--- src/sv/dbpc_pkg.sv ---
package dbpc_pkg;

   localparam int BOX_VALUES = 4;
   localparam int POS_W      = 8;
   localparam int CLS_W      = 7;
   localparam int VAL_W      = 32;

   localparam logic KIND_FINISH = 1'b0;
   localparam logic KIND_READ   = 1'b1;

   localparam logic [1:0] CSR_THRESHOLD = 2'd0;
   localparam logic [1:0] CSR_WIDTH     = 2'd1;
   localparam logic [1:0] CSR_HEIGHT    = 2'd2;
   localparam logic [1:0] CSR_CLASSES   = 2'd3;

   typedef struct packed {
      logic                   kind;
      logic [CLS_W-1:0]       cls;
      logic [VAL_W-1:0]       score;
      logic [3:0][VAL_W-1:0]  box;
   } job_type;

   typedef struct packed {
      logic                   found;
      logic [CLS_W-1:0]       class_index;
      logic [VAL_W-1:0]       confidence;
      logic [VAL_W-1:0]       box_left;
      logic [VAL_W-1:0]       box_top;
      logic [VAL_W-1:0]       box_width;
      logic [VAL_W-1:0]       box_height;
   } rsp_type;

endpackage

--- src/sv/dbpc_queue.sv ---
module dbpc_queue (
   input  logic              clock,
   input  logic              reset,
   input  logic              push,
   input  dbpc_pkg::job_type push_data,
   input  logic              pop,
   output dbpc_pkg::job_type head,
   output logic              not_empty,
   output logic              full
);
   dbpc_pkg::job_type entry_ff [2];
   logic       wr_ptr_ff;
   logic       rd_ptr_ff;
   logic [1:0] count_ff;

   always_ff @(posedge clock) begin
      if (reset) begin
         wr_ptr_ff <= 1'b0;
         rd_ptr_ff <= 1'b0;
         count_ff  <= 2'd0;
      end else begin
         if (push) begin
            wr_ptr_ff <= ~wr_ptr_ff;
         end
         if (pop) begin
            rd_ptr_ff <= ~rd_ptr_ff;
         end
         if (push && !pop) begin
            count_ff <= count_ff + 2'd1;
         end else if (pop && !push) begin
            count_ff <= count_ff - 2'd1;
         end
      end
      if (push) begin
         entry_ff[wr_ptr_ff] <= push_data;
      end
   end

   assign head      = entry_ff[rd_ptr_ff];
   assign not_empty = (count_ff != 2'd0);
   assign full      = (count_ff == 2'd2);
endmodule

--- config.mk ---
export PLATFORM = sky130hd
export DESIGN_NAME = dbpc_queue
export DESIGN_NICKNAME = d
export VERILOG_FILES = /design/src/sv/dbpc_pkg.sv /design/src/sv/dbpc_queue.sv
export SDC_FILE = /design/constraint.sdc
export NUM_CORES = 1
export LEC_CHECK = 0
export BUFFER_PORTS_ARGS = -buffer_cell sky130_fd_sc_hd__buf_2
export CAP_MARGIN = 15
export CELL_PAD_IN_SITES_DETAIL_PLACEMENT = 0
export CELL_PAD_IN_SITES_GLOBAL_PLACEMENT = 2
export CORE_MARGIN = 2
export CORE_UTILIZATION = 40
export CTS_BUF_LIST = sky130_fd_sc_hd__clkbuf_4 sky130_fd_sc_hd__clkbuf_8
export DETAILED_ROUTE_END_ITERATION = 7
export GPL_ROUTABILITY_DRIVEN = 1
export GPL_TIMING_DRIVEN = 0
export PLACE_DENSITY = 0.93
export SYNTH_ARGS = -nofsm -noshare
export SYNTH_HDL_FRONTEND = slang
export SYNTH_SLANG_ARGS = --single-unit
--- constraint.sdc ---
create_clock -name clock -period 20.2 [get_ports clock]
set_input_delay 1.01 -clock clock [delete_from_list [all_inputs] [get_ports clock]]
set_output_delay 1.01 -clock clock [all_outputs]
set_load 0.03 [all_outputs]
# Word level (Yosys, flattened, before mapping)
# Memory sizes are Yosys's and may differ from the RTL's. A register that Yosys moved wholly into a read port is not among the register bits.
# Index checks and enable logic that the tools add are counted.
dict set report totals {
  reg_bits 4
  mem_bits_rw 336
  inputBits 172
  memories 1
}
# memory depth word_bits rd rd_clocked_by_memory_dff wr line
set memory_table {}
lappend memory_table {entry_ff 2 168 1 1 1 dbpc_queue.sv:11} ;# dbpc_pkg::job_type entry_ff [2];
dict set report op_classes {
  add_sub_neg 2
  n_eq_ne 1
  n_mux 6
  bitwise_logic 2
  n_reduce_logical 6
}
# operator count
set op_table {}
lappend op_table {{$mux 1} 4}
lappend op_table {{$mux 2} 2}
lappend op_table {{$reduce_bool 2->1} 2}
lappend op_table {{$add 2x1->2 const B} 1}
lappend op_table {{$eq 2x2->1 const B} 1}
lappend op_table {{$logic_and 1x1->1} 2}
lappend op_table {{$logic_not 1->1} 2}
lappend op_table {{$not 1->1} 2}
lappend op_table {{$sub 2x1->2 const B} 1}

# Logic depth before layout (Yosys ltp)
dict set report depth {
  depth_word 4
  depth_mapped 5
  ltp_nobuf 5
}

# Worst setup path after synthesis
# OpenSTA, ideal clock, no wires.
dict set report synth_path {
  path_kind {input port to flip-flop}
  startpoint {input port push}
  endpoint {memory entry_ff[0][0] (netlist bit) (enable)}
  setup_time_ns 0.718
  arrival_time_ns 8.267
  required_ns 19.482
  path_slack_ns 11.215
  cell_stages 1
  path_buffers 0
  path_cell_list {nor2b_1}
}
dict set report synth_between {
  elab_chain_len 2
}
# item line
set synth_lines {}
lappend synth_lines {{from (decl)} dbpc_queue.sv:4} ;# input logic push,
lappend synth_lines {{$mux 1} dbpc_queue.sv:34} ;# if (push) begin
lappend synth_lines {{$mux 1 (implied by the code)} dbpc_queue.sv:35} ;# entry_ff[wr_ptr_ff] <= push_data;
lappend synth_lines {{to (decl)} dbpc_queue.sv:11}
# No other way between the ends.

==> metrics.txt <==
router iterations before antenna repair=4; Yosys warning count=0; Yosys top cell by area=edfxtp_1; starting DRC count in detailed routing=approximately 280; critical path depth=5; simple-gate portion of the synthesized area=0.003629; main flop type after synthesis=edfxtp_1; synthesized area=12,760 um^2; placer congestion estimate=just over 0.7; clk buf depth=3; Worst-path clk slew=60 ps; TritonCTS clock tree=yes; RSZ-0062 raised after global routing=no; Final Critical Period=2966 ps; core area=roughly 31,000 um^2; hold crit path type=reg -> reg; WP buf/inv=4; worst endpoint required time=19,190 ps; Multi-input gate area=2385 um^2; Synth Area in XOR/XNOR=0.002746; Compound-Gate Fraction of Synth Area=0.0007846; worst vdd ir=around 0.075 mV; CP top delay family=buffers and inverters; Final nets=1,124; CP Class=reg -> out; register area=10,190 um^2; CTS sink cnt=341; Port Buf Inserts=341; Final Hold Fails=0; pwr/cell area=102.7 nW/um^2; htree depth=2; largest family of logic cells by synthesized area=multiplexers; Root Driver=clkbuf_8; max capacitance violation total=0; first-pass GRT wire length=37,810 um; register area share after synthesis=0.7987; Die H=182.6 um; max-slew violation count=0; hold path depth=2; row cnt=65; Pleak=6.379 nW; crit-path max FO=10; Tcrit/Tclk final=0.1468; Most common cell on crit path=buf_6; CTS Hold Buffers Added=0; total CTS buffers=54; Post-synth ARST share=0; status=completed; Syn Area/Cell=23.41 um^2; cell count after synthesis=545; vias in the first global route=6,992; post-CTS setup buffers=0; Starting Density=0.4053; placed wire-length estimate=about 17,000 um; # IOs=342; largest cells by area after synthesis=edfxtp_1 (79%), mux2_4 (12%), mux2_2 (5.9%); fillers=between 2,000 and 3,000; Die X=182.6 um; post-synthesis register bit count=341; Syn-to-layout area delta=27.51%; final wirelength=25,260 um; final setup skew=15.07 ps; # DRC=0; Cell variety after synth=17; most frequent cell after synthesis=edfxtp_1; Setup crit end kind=output pin; die area=between 30,000 and 40,000 um^2; Final TNS setup=0 ps; leading cell types by count after synthesis=edfxtp_1 (336), mux2_4 (101), mux2_2 (67), buf_6 (15), dfxtp_1 (5); share of layout cells above drive strength 1=0.6300; Worst-Margin Slew=625.8 ps; cell chain of the critical path=buf_6, buf_6, buf_6, mux2_4, buf_2; Max Clk Rate=337.2 MHz; syn_nets=between 700 and 800; gr usage total=0.1472; slowest CP cell=dfxtp_1; WL/cell=about 18 um; CP arrival=1960 ps; grt ovf=0; worst skew pair latency=560 ps; post-route ant nets=0; antenna violations before repair=2; CP Launch Type=flip-flop; Final setup viols=0; post-DR vias/cell=about 4.7; R2R cell count=4; Max stage delay on crit path=between 300 and 400 ps; post_cts resized=0; EDFF count, synth=336; largest net degree at the start of global routing=roughly 50; Hold WS=504.3 ps; Max-Slew Margin vs Limit=0.5819; routed via count=6,496; Synth top area share=0.7909; post-synthesis mux area share=0.1780; Adder-Cell Fraction of Synth Area=0.0009808
## path summary, 6_finish.rpt
path / from / to / slack [ps]
worst max register to register: wr_ptr_ff$_SDFFE_PP0P_ / entry_ff[1][118]$_DFFE_PP_ / 18090
worst max-delay path: flip-flop / head[127] / 17230
worst min-delay path: count_ff[1]$_SDFFE_PP0P_ / count_ff[1]$_SDFFE_PP0P_ / 500
worst min register to register: count_ff[1]$_SDFFE_PP0P_ / count_ff[1]$_SDFFE_PP0P_ / 500
## power breakdown
group	internal, mW	total (mW)	switching, mW
Sequential	0.826	0.836	0.00973
Combinational	0.100	0.255	0.155
Clock	0.325	0.580	0.255
Total	1.25	1.67	0.419
## worst register-to-register path, cell delays in order, from the launching register on
cell and delay (ps):
dfxtp_1 400, and2_4 450, buf_16 310, buf_16 280, buf_16 290
## through the flow
step           instances  area [um^2]  total power, mW  worst slack [ps]    util
3_3_place_gp        1288        14970            1.113              6648  0.4755
2_1_floorplan        545        12760            1.033             11210       -
4_1_cts             1394        16260            1.696             17130  0.5168
6_report            1395        16270            1.671             17230  0.5168
3_5_place_dp        1297        15190            1.110             17310  0.4825
5_1_grt             1395        16270            1.741             17090  0.5168
## flip-flops by register name, summed over array words and instances, names as in the netlist, named ones only
signal     cells
count_ff       2
wr_ptr_ff      1
entry_ff     336
rd_ptr_ff      1
## cells by family (layout without fill, tap and decap cells)
| family | Yosys count | after routing |
|---|---|---|
| DFF | 341 | 341 |
| muxes | 168 | 168 |
| buffers and inverters | 20 | 467 |
| and+or+nand+nor | 9 | 9 |
| xor gates and xnor gates | 4 | 4 |
| AOI/OAI and AO/OA | 2 | 2 |
| adders and majority gates | 1 | 1 |
| other | 0 | 1 |
## cell usage in the layout, fill, tap and decap left out, types with 7 or more instances in the layout
master / count
mux2_2: 67
clkinv_2: 7
clkbuf_8: 55
edfxtp_1: 336
clkbuf_4: 19
clkinv_1: 12
buf_6: 15
buf_2: 345
mux2_4: 101
## layer usage
layer	GRT usage	share of wire	vias up
met5	0	0.00051	-
met4	0.05677	0.030	2
met3	0.05648	0.095	58
met2	0.2569	0.50	258
met1	0.1624	0.37	3177
li1	-	-	3001
## cell type report
cell class / instances / share of cell area
Antenna cell: 1 / 0.0001538
Buffer: 19 / 0.01161
Clock buffer: 74 / 0.05530
Clock inverter: 23 / 0.01092
Inverter: 1 / 0.0002308
Multi-Input combinational cell: 184 / 0.1466
Sequential cell: 341 / 0.6264
Tap cell: 402 / 0.03092
Timing Repair Buffer: 350 / 0.1178
(Power assumes the default switching activity.)
