File: config.mk
export PLATFORM = sky130hd
export DESIGN_NAME = dbpc_front
export DESIGN_NICKNAME = d
export VERILOG_FILES = /design/src/sv/dbpc_pkg.sv /design/src/sv/dbpc_front.sv
export SDC_FILE = /design/constraint.sdc
export NUM_CORES = 1
export LEC_CHECK = 0
export BUFFER_PORTS_ARGS = -buffer_cell sky130_fd_sc_hd__buf_2
export CORE_ASPECT_RATIO = 0.6
export CORE_MARGIN = 2
export CORE_UTILIZATION = 50
export CTS_BUF_LIST = sky130_fd_sc_hd__clkbuf_2
export CTS_CLUSTER_DIAMETER = 200
export DETAILED_ROUTE_END_ITERATION = 8
export PLACE_DENSITY = 0.77
export SYNTH_ARGS = -nofsm -noshare
export SYNTH_HDL_FRONTEND = slang
export SYNTH_SLANG_ARGS = --single-unit
File: constraint.sdc
create_clock -name clock -period 9.2 [get_ports clock]
set_clock_uncertainty 0.2 [all_clocks]
set_input_delay 1.38 -clock clock [delete_from_list [all_inputs] [get_ports clock]]
set_output_delay 1.38 -clock clock [all_outputs]
set_load 0.01 [all_outputs]
File: src/sv/dbpc_pkg.sv
package dbpc_pkg;

   localparam int BOX_VALUES = 4;
   localparam int POS_W      = 8;
   localparam int CLS_W      = 7;
   localparam int VAL_W      = 32;

   localparam logic KIND_FINISH = 1'b0;
   localparam logic KIND_READ   = 1'b1;

   localparam logic [1:0] CSR_THRESHOLD = 2'd0;
   localparam logic [1:0] CSR_WIDTH     = 2'd1;
   localparam logic [1:0] CSR_HEIGHT    = 2'd2;
   localparam logic [1:0] CSR_CLASSES   = 2'd3;

   typedef struct packed {
      logic                   kind;
      logic [CLS_W-1:0]       cls;
      logic [VAL_W-1:0]       score;
      logic [3:0][VAL_W-1:0]  box;
   } job_type;

   typedef struct packed {
      logic                   found;
      logic [CLS_W-1:0]       class_index;
      logic [VAL_W-1:0]       confidence;
      logic [VAL_W-1:0]       box_left;
      logic [VAL_W-1:0]       box_top;
      logic [VAL_W-1:0]       box_width;
      logic [VAL_W-1:0]       box_height;
   } rsp_type;

endpackage

File: src/sv/dbpc_front.sv
module dbpc_front #(
   parameter int NUM_CLASSES = 80
) (
   input  logic              clock,
   input  logic              reset,
   input  logic              accept,
   input  logic              action,
   input  logic [31:0]       element_value,
   input  logic [6:0]        class_select,
   input  logic [16:0]       score_threshold,
   input  logic [6:0]        classes_in_use,
   output logic              job_push,
   output dbpc_pkg::job_type job
);
   logic [dbpc_pkg::POS_W-1:0]   pos_ff;
   logic [3:0][31:0]             box_ff;
   logic [31:0]                  best_ff;
   logic [dbpc_pkg::CLS_W-1:0]   bcls_ff;

   logic [8:0]  n_clamp;
   logic [8:0]  last;
   logic        take;
   logic [31:0] best_in;
   logic [6:0]  bcls_in;
   logic [6:0]  cls_out;
   logic        row_end;
   logic        keep;

   always_comb begin
      n_clamp = {2'b00, classes_in_use};
      if (n_clamp == 9'd0) begin
         n_clamp = 9'd1;
      end
      if (n_clamp > 9'(NUM_CLASSES)) begin
         n_clamp = 9'(NUM_CLASSES);
      end
      last    = n_clamp + 9'd3;
      take    = (pos_ff == 8'd4) || ($signed(element_value) > $signed(best_ff));
      best_in = take ? element_value : best_ff;
      bcls_in = take ? 7'(pos_ff - 8'd4) : bcls_ff;
      cls_out = bcls_in;
      if ({2'b00, bcls_in} > 9'(NUM_CLASSES - 1)) begin
         cls_out = 7'(NUM_CLASSES - 1);
      end
      row_end = (pos_ff >= 8'd4) && ({1'b0, pos_ff} >= last);
      keep    = $signed({best_in[31], best_in}) >= $signed({16'd0, score_threshold});
   end

   always_ff @(posedge clock) begin
      if (reset) begin
         pos_ff  <= '0;
         box_ff  <= '0;
         best_ff <= '0;
         bcls_ff <= '0;
      end else if (accept && action == dbpc_pkg::KIND_FINISH) begin
         if (pos_ff < 8'd4) begin
            box_ff[pos_ff[1:0]] <= element_value;
            pos_ff <= pos_ff + 8'd1;
         end else begin
            best_ff <= best_in;
            bcls_ff <= bcls_in;
            pos_ff  <= row_end ? 8'd0 : pos_ff + 8'd1;
         end
      end
   end

   always_comb begin
      job_push  = 1'b0;
      job.kind  = action;
      job.cls   = cls_out;
      job.score = best_in;
      job.box   = box_ff;
      if (accept) begin
         if (action == dbpc_pkg::KIND_READ) begin
            job_push = 1'b1;
            job.cls  = class_select;
         end else begin
            job_push = row_end && keep;
         end
      end
   end
endmodule

======== Yosys cells after proc, flatten, opt, wreduce, memory -nomap -nowiden ========
Index checks and enable logic that the tools add are counted.
word-level totals
  bits in registers ....................... 175
  input port bits ......................... 67
  logic and storage cells ................. 44
  output and inout bits ................... 169
cells by class
  multiplexer cells ....................... 14
  $add $sub $neg .......................... 3
  bitwise logic cells ..................... 2
  magnitude comparators ................... 9
  equality and inequality tests ........... 1
  reductions and logical operators ........ 8
operators with widths
  cell                   count
  $bwmux W128            1
  $demux W32 S2          1
  $mux W32               2
  $mux W7                6
  $ge A32 B18 Y1         1
  $gt A32 B32 Y1         1
  $mux W8                2
  $add A9 B2 Y9 const B  1
  $ge A8 B9 Y1           1
  $gt A9 B7 Y1 const B   1
  $add A8 B1 Y8 const B  1
  $eq A8 B3 Y1 const B   1
  $ge A8 B3 Y1 const B   1
  $lt A8 B3 Y1 const B   1
  $gt A7 B7 Y1 const B   1
  $logic_not A7 Y1       1
  $sub A7 B3 Y7 const B  1
  $logic_and A1 B1 Y1    4
  $reduce_and A2 Y1      2
  $lt A2 B3 Y1 const B   1
  $ge A2 B1 Y1 const B   1
  $mux W1                2
  $not A1 Y1             2
  $logic_or A1 B1 Y1     1

======== Logic depth before layout (Yosys ltp) ========
Gate-level depths: netlist of run 1.
  depth in word-level cells ............... 10
  mapped depth ............................ 20
  gate-level depth less buffers ........... 18

======== Worst setup path after synthesis of run 1 ========
No wires, ideal clock.
  path type ............................... input-to-output
  start ................................... input port element_value[11]
  end ..................................... output port job_push
  path slack .............................. 2.847 ns
  required time ........................... 7.620 ns
  buffers on the path ..................... 2
  stages on the path ...................... 18
  arrival time ............................ 4.773 ns
  cells stage by stage .................... ha_1 a21oi_1 o21ai_0 a221o_1 o31a_1 a211oi_2 or2_1 buf_6 buf_6 mux2_2 ha_1 a211oi_1 o21ai_0 o211ai_1 a21oi_1 o31a_1 nor3_1 a32oi_1
RTL lines
  element             line              text
  start: declaration  dbpc_front.sv:8   input logic [31:0] element_value,
  end: declaration    dbpc_front.sv:12  output logic job_push,

======== Worst setup path after layout of run 1 ========
  start ................................... input port element_value[15]
  end ..................................... output port job_push
on the way
  longest elaborated chain between the ends .. 7
ends and longest elaborated chain
  element                line              text
  $gt A32 B32 Y1         dbpc_front.sv:38  take = (pos_ff == 8'd4) || ($signed(element_value) > $signed(best_ff));
  $logic_or A1 B1 Y1     dbpc_front.sv:38
  $mux W32 *             dbpc_front.sv:39  best_in = take ? element_value : best_ff;
  $ge A32 B18 Y1 *       dbpc_front.sv:46  keep = $signed({best_in[31], best_in}) >= $signed({16'd0, score_threshold});
  $logic_and A1 B1 Y1 *  dbpc_front.sv:78  job_push = row_end && keep;
  $mux W1 *              dbpc_front.sv:74  if (action == dbpc_pkg::KIND_READ) begin
  $mux W1 *              dbpc_front.sv:73  if (accept) begin
Mark *: on every way between the ends. The rest lies on a longest branch, timed or not.

==> results_dict.tcl, run 1 <==
set metrics [dict create \
    clockBufferDepth 2 \
    cts_tree "yes" \
    grt-ovfl-total 0 \
    drt_iter0_drc 788 \
    internal_power_uw 1030 \
    gp_congestion 0.891 \
    final.setup.tns_ns 0 \
    path_clk_slew_ns 0.21 \
    root_buffer "clkbuf_2" \
    outcome "complete, no violations" \
    die_area_um2 18200 \
    synth_area_um2 8550 \
    drv_cap 0 \
    worst_r2r_path_depth 12 \
    nNetsFinal 1410 \
    io_pins 236 \
    coreArea_um2 16500 \
    hold_buffers 0 \
    max-vdd-ir-drop_mv 0.0799 \
    drtAntennaViolNets 0 \
    crit_required_ns 7.62 \
    synthesis.instances 1076 \
    antenna_found_initial 1 \
    cts_resized 0 \
    wl_per_cell_um 17.1 \
    path_class "input pin to output pin" \
    synth_seq_area_share 0.410 \
    crit_fanout 20 \
    max_freq_ghz 0.127 \
    synth.area.top_cells "dfxtp_1 (41%), nand2_1 (13%), a21oi_1 (11%)" \
    area_growth_pct 18.4 \
    min_period_over_period 0.855 \
    avgSynthCellArea_um2 7.95 \
    insertion_delay_ns 0.73 \
    synth_edf_count 0 \
    die_h_um 105 \
    synth_top_area_frac 0.410 \
    seq_power_share 0.539 \
    dpl.hpwl_um 18700 \
    vias 8284 \
    r2r_slack_ns 5.03 \
    cts_buffers 17 \
    post-place-ws_ns 1.37 \
    start_kind "input pin" \
    ys_seq_elements 175 \
    max_slew_margin 0.339 \
    drc_errors 0 \
    clkPwrFrac 0.323 \
    pwr-share-comb 0.138 \
    track_usage 0.279 \
    worst_pin_slew_ns 0.992 \
    ys_types 54 \
    grt_max_degree 92 \
    synthArstFlopShare 0 \
    reg2reg_from "best_ff[11]" \
    cp.arrival_ns 6.28 \
    fin_crit_ns 7.86 \
    grt_pass1_vias 7570 \
    chipWidth_um 173 \
    clkSinkCount 175 \
    vias_per_cell 5.45 \
    portBuffers 235 \
    initial_core_util 0.519 \
    drive_gt1_frac 0.243 \
    totalWireLength_um 26000 \
    r2r-end "best_ff[16]" \
    hold_path_class "flip-flop to flip-flop" \
    p_sw_uw 411 \
    p_leak_uw 0.00443 \
    grt_pass1_wl_um 40600 \
    synth_top_area_cell "dfxtp_1" \
    rows 36 \
    synth_nets 1208 \
    cp-endpoint "job_push" \
    cts_max_level 4 \
    setup_viol 0 \
    endpoint_kind "output pin" \
    p_per_area_nw_per_um2 142 \
    postCtsSetupRepairBufs 0 \
    power_switching_share 0.285 \
    finalMaxSlewViolations 0 \
    yosysWarnings 0 \
    hold_viol 0 \
    first_pass_iters 5 \
    crit_start "element_value[15]" \
    grt_setup_unrepaired "no" \
    synth_top_flop_cell "dfxtp_1" \
    layout_setup_ws_ns 1.34 \
]
[logic make-up (layout without fill, tap and decap cells)]
group,Yosys count,after routing,share of synthesized area
mux,34,34,0.0456
buf+inv,122,336,0.0576
flops,175,175,0.410
other cells,1,2,0.000438
xor+xnor,13,13,0.0133
compound gates,277,277,0.186
fa+ha+maj,65,65,0.0951
simple gates,389,389,0.193
[critical path, stage by stage]
cell and delay (ns):
buf_2 0.16, ha_1 0.34, nand4_2 0.14, nor4_1 0.47
and2b_1 0.24, o31a_1 0.12, a211oi_2 0.14, buf_4 0.21
or2_1 0.78, a21oi_1 0.25, ha_1 0.32, nand2b_1 0.15
a211oi_1 0.27, o21ai_0 0.14, o211ai_1 0.10, a21oi_1 0.09
o31a_1 0.29, nor3_1 0.26, a32oi_1 0.23, buf_2 0.20
[layout by cell type, fill, tap and decap left out, types with 3 or more instances in the layout]
cell type and instances:
nand2_1 287, buf_2 234, a21oi_1 186, dfxtp_1 175, ha_1 65, inv_1 58, o21a_1 32, nor2_1 28
mux2_2 24, o21ai_0 18, clkbuf_2 18, buf_4 13, nor3_1 12, xnor2_1 11, nand3_1 9, nand4_1 8
nor4_1 8, nand2b_1 8, a21o_1 6, and3_1 6, mux2i_1 6, nor2b_1 5, a311oi_1 5, a211oi_1 4
o211ai_1 4, or3_1 4, mux2_4 4, inv_6 4, bufinv_16 4, o22ai_1 3, o31ai_1 3, a31oi_1 3
[power by group through the flow]
| stage | sequential [uW] | combinational [uW] | clock [uW] |
|---|---|---|---|
| after floorplan | 796 | 109 | 0 |
| after global placement | 791 | 193 | 0 |
| after detailed placement | 791 | 197 | 0 |
| after CTS | 777 | 198 | 475 |
| after global routing | 779 | 219 | 509 |
| final | 777 | 199 | 466 |
[synth_stat cells, drive strengths merged, types with 2 or more instances]
| library cell | number |
|---|---|
| nand3b | 2 |
| inv | 58 |
| dfxtp | 175 |
| mux2 | 28 |
| a21o | 6 |
| o21a | 32 |
| buf | 6 |
| nor4 | 9 |
| mux2i | 6 |
| a21oi | 186 |
| ha | 65 |
| clkbuf | 58 |
| o31ai | 3 |
| nor2 | 29 |
| o21ai | 19 |
| and3 | 6 |
| nor3 | 14 |
| o31a | 2 |
| a311oi | 5 |
| xor2 | 2 |
| a31oi | 3 |
| nand3 | 9 |
| xnor2 | 11 |
| nand4 | 10 |
| nand2b | 8 |
| o22ai | 3 |
| or3 | 4 |
| nand2 | 288 |
| a211oi | 5 |
| o211ai | 4 |
| nor2b | 5 |
[stage by stage]
stage / hold WS [ns] / std cells / utilization / power [uW] / instance area, um^2
after global routing: 0.288 / 1518 / 0.614 / 1510 / 10100
after floorplan: 0.262 / 1076 / - / 904 / 8550
after detailed placement: 0.243 / 1487 / 0.597 / 988 / 9840
final: 0.267 / 1519 / 0.614 / 1440 / 10100
after CTS: 0.267 / 1518 / 0.614 / 1450 / 10100
after global placement: 0.238 / 1487 / 0.597 / 984 / 9840
[flip-flops by register name (all words and copies together) (netlist names)]
| signal | cells |
|---|---|
| bcls_ff | 7 |
| job | 128 |
| best_ff | 32 |
| pos_ff | 8 |
[worst min-delay path by stage]
stage | slack (ns) | endpoint | start | cells past startpoint
after detailed placement | 0.24 | job[52] | job[52] | 2
final | 0.27 | job[52] | job[52] | 2
after global placement | 0.24 | job[9] | job[9] | 2
after CTS | 0.27 | job[52] | job[52] | 2
after floorplan | 0.26 | bcls_ff[0] | bcls_ff[0] | 2
after global routing | 0.29 | job[44] | job[44] | 2
[cell type report]
cell class	count	area [um^2]
diodes	1	2.50
clock buffers	18	90.1
clock inverters	13	199
fillers	1532	6360
inverters	58	218
multi-input cells	779	4560
flip-flops and latches	175	3500
well taps	228	285
repair buffers	247	1270
[layer usage]
| layer | up-vias | share of wire | global-route usage |
|---|---|---|---|
| li1 | 4046 | - | - |
| met1 | 3840 | 0.47 | 0.402 |
| met2 | 369 | 0.42 | 0.413 |
| met3 | 29 | 0.10 | 0.0783 |
| met4 | 0 | 0.011 | 0.0569 |
| met5 | - | 0 | 0 |
No activity file was read; power rests on OpenSTA's default activity.
==> inputs of run 2 (changes only) <==
--- a/config.mk
+++ b/config.mk
@@ -13,6 +13,7 @@
 export CTS_CLUSTER_DIAMETER = 200
 export DETAILED_ROUTE_END_ITERATION = 8
 export PLACE_DENSITY = 0.77
+export REMOVE_ABC_BUFFERS = 1
 export SYNTH_ARGS = -nofsm -noshare
 export SYNTH_HDL_FRONTEND = slang
 export SYNTH_SLANG_ARGS = --single-unit
==> run 2 against run 1 <==
  * Critical path depth unchanged
  * Global-route usage increased by 0.51 points
  * Worst setup slack improved by 0.18 ns
  * Cell count decreased by 0.20%
  * Non-clock buffer count decreased by 2
  * Via count decreased by 0.11%
  * Design area decreased by 0.37%
  * Utilization decreased by 0.23 points
  * Fmax increased by 2.3%
  * Clock-buffer cell count decreased by 1
  * Sequential power about the same
  * First-iteration DRC count decreased by 9.4%
  * Critical endpoint unchanged
==> results_dict.tcl, run 2 (synthesis gave the netlist of run 1 again) <==
set metrics [dict create \
    largest_register_ffs 128 \
    slowest_delay_ns 0.67 \
    hold_path_class "flip-flop to flip-flop" \
    post-place-ws_ns 1.54 \
    hold_buffers 0 \
    die_h_um 105 \
    vias_per_cell 5.46 \
    hold_viol 0 \
    clkSinkCount 175 \
    max-vdd-ir-drop_mv 0.0978 \
    endpoint_kind "output pin" \
    initial_core_util 0.519 \
    crit_fanout 16 \
    cts_max_level 4 \
    drc_errors 0 \
    track_usage 0.284 \
    layout_setup_ws_ns 1.51 \
    fin_crit_ns 7.69 \
    cts_resized 0 \
    worst_path_max_delay_cell "or2_1" \
    nNetsFinal 1408 \
    antennaDiodeCount 0 \
    setup_viol 0 \
    drive_gt1_frac 0.243 \
    crit_chain "buf_2 > ha_1 > nand4_1 > nor4_1 > and2b_1 > o31a_1 > a211oi_2 > buf_4 > or2_1 > buf_4 > mux2_2 > ha_1 > a21oi_1 > nor2b_1 > o21ai_0 > a21oi_1 > o31a_1 > nor3_1 > a32oi_1 > buf_2" \
    final.setup.tns_ns 0 \
    fillCellCount 1555 \
    first_pass_iters 5 \
    io_pins 236 \
    cts_buffers 17 \
    critPathBufInv 4 \
    path_class "input pin to output pin" \
    seqCellArea_um2 3500 \
    multi_input_area_um2 4570 \
    drt_iter0_drc 714 \
    grt_setup_unrepaired "no" \
    min_period_over_period 0.836 \
    grt-ovfl-total 0 \
    postCtsSetupRepairBufs 0 \
    vias 8275 \
    path_clk_slew_ns 0.31 \
    gp_congestion 0.879 \
    drtAntennaViolNets 0 \
    grt_pass1_vias 7608 \
    grt_max_degree 90 \
    outcome "complete, no violations" \
    layout_commonest_cell "nand2_1" \
    antenna_found_initial 1 \
    max_slew_margin 0.186 \
    totalWireLength_um 26300 \
    p_leak_uw 0.00441 \
    insertion_delay_ns 0.73 \
    wl_per_cell_um 17.3 \
    root_buffer "clkbuf_2" \
    final_cell_mix "nand2_1 (287), buf_2 (234), a21oi_1 (186)" \
    crit_required_ns 7.62 \
    clockBufferDepth 2 \
    die_area_um2 18200 \
    coreArea_um2 16500 \
    area_growth_pct 18.0 \
    p_per_area_nw_per_um2 139 \
    portBuffers 235 \
    cp.arrival_ns 6.11 \
    chipWidth_um 173 \
    drv_cap 0 \
    max_freq_ghz 0.130 \
    critPathTopFamily "simple AND/OR/NAND/NOR gates" \
    dpl.hpwl_um 18700 \
    start_kind "input pin" \
    grt_pass1_wl_um 41300 \
    worst_pin_slew_ns 1.22 \
    rows 36 \
    finalMaxSlewViolations 0 \
    cts_tree "yes" \
]
## run 2: path summary, 6_finish.rpt
path                      from     endpoint  slack [ns]  depth (start not counted)
max          element_value[11]     job_push        1.51                         20
min                    job[59]      job[59]        0.27                          2
max reg2reg        best_ff[11]  best_ff[17]        5.23                         12
min reg2reg            job[59]      job[59]        0.27                          2
## run 2: final cells by class
type,count,share of cell area
clock buffers,17,0.00843
clock inverters,14,0.0172
inverters,58,0.0216
multi-input cells,779,0.453
flip-flops and latches,175,0.347
well taps,228,0.0283
repair buffers,245,0.124
## run 2: routing by layer
metal  GRT usage  wire [um]  part of all wire
met2       0.430      11200              0.43
met1       0.407      12300              0.47
met3      0.0758       2440             0.093
met4      0.0508        299             0.011
met5           0          0                 0
## run 2: stage by stage
stage | util | cell area, um^2 | instances | hold WS, ns | total power [uW]
floorplan | - | 8280 | 1012 | 0.262 | 889
global placement | 0.596 | 9830 | 1485 | 0.239 | 984
detailed placement | 0.596 | 9830 | 1485 | 0.243 | 988
CTS | 0.612 | 10100 | 1516 | 0.270 | 1410
global route | 0.612 | 10100 | 1516 | 0.283 | 1470
finish | 0.612 | 10100 | 1516 | 0.269 | 1410
## run 2: worst reg2reg max path: cells and delay by family (launching register included)
| family | cells | cell delay [ns] |
|---|---|---|
| adders and majority gates | 1 | 0.33 |
| buffers and inverters | 3 | 0.62 |
| AOI/OAI and AO/OA | 3 | 0.44 |
| DFF | 1 | 0.42 |
| and+or+nand+nor | 4 | 1.48 |
| muxes | 1 | 0.37 |
## run 2: power breakdown
group / total, uW / switching [uW] / internal, uW
logic: 199 / 124 / 74.9
registers: 778 / 6.09 / 772
clock network: 428 / 314 / 114
